===== src/sv/mcmws_pkg.sv =====
// Shared constants, widths and controller/datapath interface types.
// No dependencies.
package mcmws_pkg;

    localparam int NUM_CHANNELS = 32;
    localparam int MAX_WINDOW   = 256;

    localparam int CH_W    = 5;
    localparam int STAMP_W = 64;
    localparam int WIN_W   = 9;
    localparam int CNT_W   = $clog2(MAX_WINDOW + 1);
    localparam int POS_W   = $clog2(MAX_WINDOW);
    localparam int CHI_W   = (NUM_CHANNELS > 1) ? $clog2(NUM_CHANNELS) : 1;
    localparam int DEPTH   = NUM_CHANNELS * MAX_WINDOW;
    localparam int ADDR_W  = $clog2(DEPTH);

    // controller -> datapath
    typedef struct packed {
        logic capture;   // latch input word
        logic clear;     // clear channel sum/count/position
        logic rd;        // read oldest sample
        logic sub;       // evict the sample just read
        logic wr;        // store new sample
        logic load;      // load result register
    } cmd_t;

    // datapath -> controller
    typedef struct packed {
        logic in_range;
        logic had;
        logic record;    // report yields a sample
        logic over;      // count above window - 1
        logic out_free;  // result register can take a word
    } sts_t;

endpackage


===== src/sv/mcmws_ctrl.sv =====
// Sequencing state machine for the moving window sum core.
// Depends on mcmws_pkg.
module mcmws_ctrl (
    input  logic               clk,
    input  logic               rst_n,
    input  logic               in_valid,
    output logic               in_ready,
    input  mcmws_pkg::sts_t    sts,
    output mcmws_pkg::cmd_t    cmd
);
    import mcmws_pkg::*;

    typedef enum logic [5:0] {
        ST_IDLE   = 6'b000001,
        ST_CHECK  = 6'b000010,
        ST_EV_RD  = 6'b000100,
        ST_EV_SUB = 6'b001000,
        ST_WRITE  = 6'b010000,
        ST_DONE   = 6'b100000
    } state_t;

    state_t state_reg;
    state_t state_next;

    assign in_ready = (state_reg == ST_IDLE);

    always_comb
    begin
        state_next = state_reg;
        cmd        = '0;
        unique case (state_reg)
            ST_IDLE:
            begin
                if (in_valid)
                begin
                    cmd.capture = 1'b1;
                    state_next  = ST_CHECK;
                end
            end
            ST_CHECK:
            begin
                if (!sts.in_range || !sts.had)
                begin
                    state_next = ST_DONE;
                end
                else if (!sts.record)
                begin
                    cmd.clear  = 1'b1;
                    state_next = ST_DONE;
                end
                else
                begin
                    state_next = ST_EV_RD;
                end
            end
            ST_EV_RD:
            begin
                if (sts.over)
                begin
                    cmd.rd     = 1'b1;
                    state_next = ST_EV_SUB;
                end
                else
                begin
                    state_next = ST_WRITE;
                end
            end
            ST_EV_SUB:
            begin
                cmd.sub    = 1'b1;
                state_next = ST_EV_RD;
            end
            ST_WRITE:
            begin
                cmd.wr     = 1'b1;
                state_next = ST_DONE;
            end
            ST_DONE:
            begin
                if (sts.out_free)
                begin
                    cmd.load   = 1'b1;
                    state_next = ST_IDLE;
                end
            end
            default:
            begin
                state_next = ST_IDLE;
            end
        endcase
    end

    always_ff @(posedge clk or negedge rst_n)
    begin
        if (!rst_n)
        begin
            state_reg <= ST_IDLE;
        end
        else
        begin
            state_reg <= state_next;
        end
    end

endmodule


===== config.mk =====
export PLATFORM = sky130hd
export DESIGN_NAME = mcmws_ctrl
export DESIGN_NICKNAME = d
export VERILOG_FILES = /design/src/sv/mcmws_pkg.sv /design/src/sv/mcmws_ctrl.sv
export SDC_FILE = /design/constraint.sdc
export NUM_CORES = 1
export LEC_CHECK = 0
export ABC_CLOCK_PERIOD_IN_PS = 2000
export BUFFER_PORTS_ARGS = -buffer_cell sky130_fd_sc_hd__buf_2
export CAP_MARGIN = 20
export CORE_AREA = 4 4 41 43
export DETAILED_ROUTE_END_ITERATION = 7
export DIE_AREA = 0 0 45 47
export PLACE_DENSITY = 0.58
export SYNTH_ARGS = -nofsm -noshare
export SYNTH_HDL_FRONTEND = slang
export SYNTH_SLANG_ARGS = --single-unit

===== constraint.sdc =====
create_clock -name clk -period 2 [get_ports clk]
set_clock_uncertainty 0.2 [all_clocks]
set_input_delay 0 -clock clk [delete_from_list [all_inputs] [get_ports clk]]
set_output_delay 0 -clock clk [all_outputs]
set_load 0.005 [all_outputs]

### After elaboration in Yosys (flattened, before gate mapping)

Cells that the tools add are included.
Widths: inputs -> output; s select.

| cells by class | value |
|---|---|
| multiply operators | 0 |
| $add $sub $neg | 0 |
| bitwise logic cells | 0 |
| magnitude comparators | 0 |
| div/mod/pow operators | 0 |
| shift operators | 0 |
| reductions and logical operators | 4 |
| muxes and demuxes | 17 |
| equality and inequality tests | 8 |

Operator list:

| operator | number |
|---|---|
| $pmux 6 s6 | 1 |
| $mux 6 | 4 |
| $mux 1 | 11 |
| $eq 6x1->1 const B | 1 |
| $eq 6x2->1 const B | 1 |
| $eq 6x3->1 const B | 1 |
| $eq 6x4->1 const B | 1 |
| $eq 6x5->1 const B | 1 |
| $eq 6x6->1 const B | 1 |
| $mux 5 | 1 |
| $ne 2x2->1 const B | 2 |
| $logic_not 1->1 | 2 |
| $reduce_and 2->1 | 1 |
| $logic_or 1x1->1 | 1 |

| storage, ports and cells | value |
|---|---|
| logic and storage cells | 30 |
| latch bits | 0 |
| memories | 0 |
| register bits after elaboration | 6 |
| bits in writable memories | 0 |
| output and inout port bits | 7 |
| bits in read-only memories | 0 |

### Longest topological paths before layout

| depth | value |
|---|---|
| word-level depth | 4 |
| depth in mapped cells | 4 |
| depth with buffers taken out | 3 |

### Worst setup path before layout

OpenSTA, ideal clock, no wires.

| timing | value |
|---|---|
| path kind | register to register |
| start point | register state_reg[2] |
| end point | register state_reg[5] |
| clock period less this slack | 1.448 ns |
| path buffers | 0 |
| data arrival time | 1.170 ns |
| setup slack | 0.552 ns |
| stages on the path, launching flop included | 4 |
| path through | dfrtp_1 > or4_4 > a21oi_2 > o21bai_1 |

| on the way | value |
|---|---|
| word-level cells in the longest chain between the ends | 3 |
| elaborated cells between the ends (all ways) | 10 |
| those cells by class | 8 x eq/ne; 1 x mux; 1 x reduce/logical |

RTL lines:

| what | line | text |
|---|---|---|
| start: declaration | mcmws_ctrl.sv:22 | `state_t state_reg;` |
| start signal: assignment | mcmws_ctrl.sv:101 | `state_reg <= state_next;` |
| $eq 6x6->1 / $eq 6x1->1 (equally long branches) | mcmws_ctrl.sv:31 | `unique case (state_reg)` |
| $ne 2x2->1 (no line) | n/a |  |
| $reduce_and 2->1 (no line) | n/a |  |

Parallel ways exist; a longest one is shown, timed or not.
A chain may end at the register's enable or synchronous reset.

==> results summary <==
The run finished with clean final reports. The leakage power of the design came out at 0.0002804 uW. The highest clock frequency the design can meet came out at 0.5683 GHz. The final design utilization came out at 43.46%. The net count of the finished layout is 75.

The worst register-to-register path has a depth of 3. The worst setup path is launched from a flip-flop. The fraction of final layout cells with drive strength greater than 1 came out at 33.33%.

In the routed layout, each cell is associated on average with a via count of 4.877. The tree is rooted in a clkbuf_4. The shortest period the worst path allows came out at 1.760 ns. The number of warnings issued by yosys is 0. The number of vias in the routed layout is 395.

The number of cells traversed by the worst hold path is 4. The worst-case register-to-register setup slack came out at 0.43 ns. The chip width came out at 45 um. The count of boundary I/O pins came out at 15. In the layout the commonest cells are buf_2, nor2_1, dlygate4sd3_1. The count of buffers from port buffering came out at 14. In this run the critical register-to-register path is launched from state_reg[3].

Relative to the synthesized area, the layout overhead comes to 45.34%. The number of antenna repair diodes came out at 0. The total count of hold-check failures in the final report was 0.

The maximum number of pins on one net before global-route repair is 10. The tightest hold path in the finished design has a slack of 0.02823 ns. The worst hold endpoint is state_reg[2]. The final number of max-transition violations was 0. The number of remaining DRC errors came out at 0. The number of sinks driven by the clock tree came out at 6. The detail-routed net length per standard cell is 11.28 um. The clock input transition at the sequential cells of the worst setup and hold paths came out at 0.05 ns. The worst-case setup slack after placement came out at 0.4369 ns. The number of antenna violations at the first check in global routing came out at 0. The capturing point of the worst reg2reg path is state_reg[5]. The worst slew margin relative to its limit is 65.03%. The arrival time at the worst endpoint came out at 1.56 ns. The critical path is of the flip-flop to primary output type.

Setup repair after global routing left no endpoint under its margin. The total negative setup slack came out at 0 ns. The number of rows in the core area is 13. The startpoint identified for the worst hold timing path is sts[4]. The area of the core came out at 1301 sq um. The critical path capture point type is a primary output.

The number of filler instances in the final layout is 135. The tightest min-delay check is of the input port to flip-flop type. The slew of the pin with the lowest slew margin is 0.5172 ns. The floorplan step defined a die boundary enclosing 2115 sq um. The post-route fraction of the period consumed by the critical path came out at 87.98%. The pre-antenna-repair detailed-routing pass consisted of 4 iterations. TritonCTS built the clock tree.

The maximum vdd ir drop came out at 0.0004706 V. The number of global-route vias before repair came out at 388. In this run, synthesis produced a sequential element count of 6. Clock tree synthesis inserted a total of 3 buffers. The average footprint of a synthesized cell is 9.049 sq um. The global routing usage summed across all routing layers came out at 11.76%.

The final weighted congestion of routability-driven global placement is 0.7256. The total power per unit cell area is 944.1 nW/um^2. The synthesized cell area came out at 389.1 sq um. The net count after synthesis is 51.

The overall power after layout came out at 533.9 uW. The global-route congestion overflow total came out at 0. In this run the post-CTS setup repair buffer count came out at 0. The final routed wirelength across all metal layers came out at 914 um. The library cell used most frequently in the layout, excluding fill and tap cells, is buf_2.

The clock insertion delay at the later pin of the skew report is 0.24 ns. The number of flip-flops under the largest register name is 6. After layout, the worst setup slack is 0.2404 ns. The total of max-cap violations came out at 0. The remaining number of nets flagged by the antenna check after routing is 0. The number of failing setup endpoints in the final timing report came out at 0.

The number of distinct library cells after synthesis is 24. Synthesis produced a netlist whose cell count is 43. The sequential element share of the synthesized area is 38.91%.

The clock passes through at most 2 buffers. The initial DRC count came out at 3. The starting utilization of the core area came out at 29.90%. From bottom edge to top edge, the die measures 47 um.

STA puts the critical path data required time at 1.80 ns. In this run the worst path has a maximum fanout of 6. The total number of H-tree levels came out at 1. The first global-routing pass estimated 1.656 mm of wire.
## repair_timing
| item | CTS | global route |
|---|---|---|
| hold buffers | 7 | 0 |
| resized for setup | 0 | 1 |
| setup endpoints to repair | 0 | 1 |
| endpoints found under the hold margin | 12 | 0 |
## where the power goes
part           leakage (uW)  switching [uW]  internal (uW)  total (uW)
registers         0.0000791            50.0            156         206
logic              0.000186            88.9            121         209
clock network     0.0000150            42.9           75.5         118
## metal layers
| metal | up-vias | track usage, % | share of wire [%] |
|---|---|---|---|
| met4 | 0 | 10.53 | 3.0 |
| met3 | 2 | 4.598 | 2.2 |
| met1 | 184 | 13.19 | 47 |
| li1 | 201 | - | - |
| met2 | 8 | 17.23 | 47 |
| met5 | - | 0 | 0 |
## kinds of logic after synthesis
logic type / Yosys count / share of synthesized area (%)
AND/OR/NAND/NOR: 29 / 44.06
XOR/XNOR: 1 / 2.251
buffers and inverters: 2 / 3.857
multiplexers: 1 / 2.572
flip-flops: 6 / 38.91
AO/OA/AOI/OAI: 4 / 8.362
## how the worst max path moves through the flow
stage | endpoint | from | slack (ns)
after global placement | state_reg[5] | state_reg[2] | 0.46
final | cmd[3] | state_reg[3] | 0.24
after floorplan | state_reg[5] | state_reg[2] | 0.55
after global routing | cmd[3] | state_reg[1] | 0.02
after detailed placement | state_reg[5] | state_reg[2] | 0.44
after CTS | cmd[4] | state_reg[3] | 0.19
## per-stage QoR
step | std cells | cell area (sq um)
floorplan | 43 | 389.1
global placement | 70 | 462.9
detailed placement | 70 | 462.9
CTS | 81 | 559.3
global route | 81 | 565.5
finish | 81 | 565.5
## cell type report
cell class	count	area [sq um]	area share, %
multi-input combinational	35	229.0	40.49
sequential	6	151.4	26.77
timing repair buffer	21	140.1	24.78
clock buffer	4	26.28	4.646
tap	15	18.77	3.319
## Yosys cell counts, drive strengths merged
master	count	area share [%]
a21oi	1	2.3
a221o	1	2.6
a31oi	1	1.6
and2	2	3.2
and3	5	8.0
and3b	1	2.3
buf	2	3.9
dfrtp	5	32
dfstp	1	6.8
mux2i	1	2.6
nand2	3	2.9
nand2b	1	1.6
nand3b	2	3.9
nand4	1	1.6
nor2	7	6.8
nor2b	1	1.6
nor3	1	1.3
nor3b	1	1.9
nor4	1	1.6
nor4b	1	2.3
o21bai	1	1.9
or3b	1	2.3
or4	1	2.9
xor2	1	2.3
## critical path, stage by stage (launching register included)
cell and delay (ns):
dfrtp_1 0.44, nor4b_1 0.53, and3_1 0.23, buf_2 0.11
Note: power is estimated with default switching activity, not from simulation.
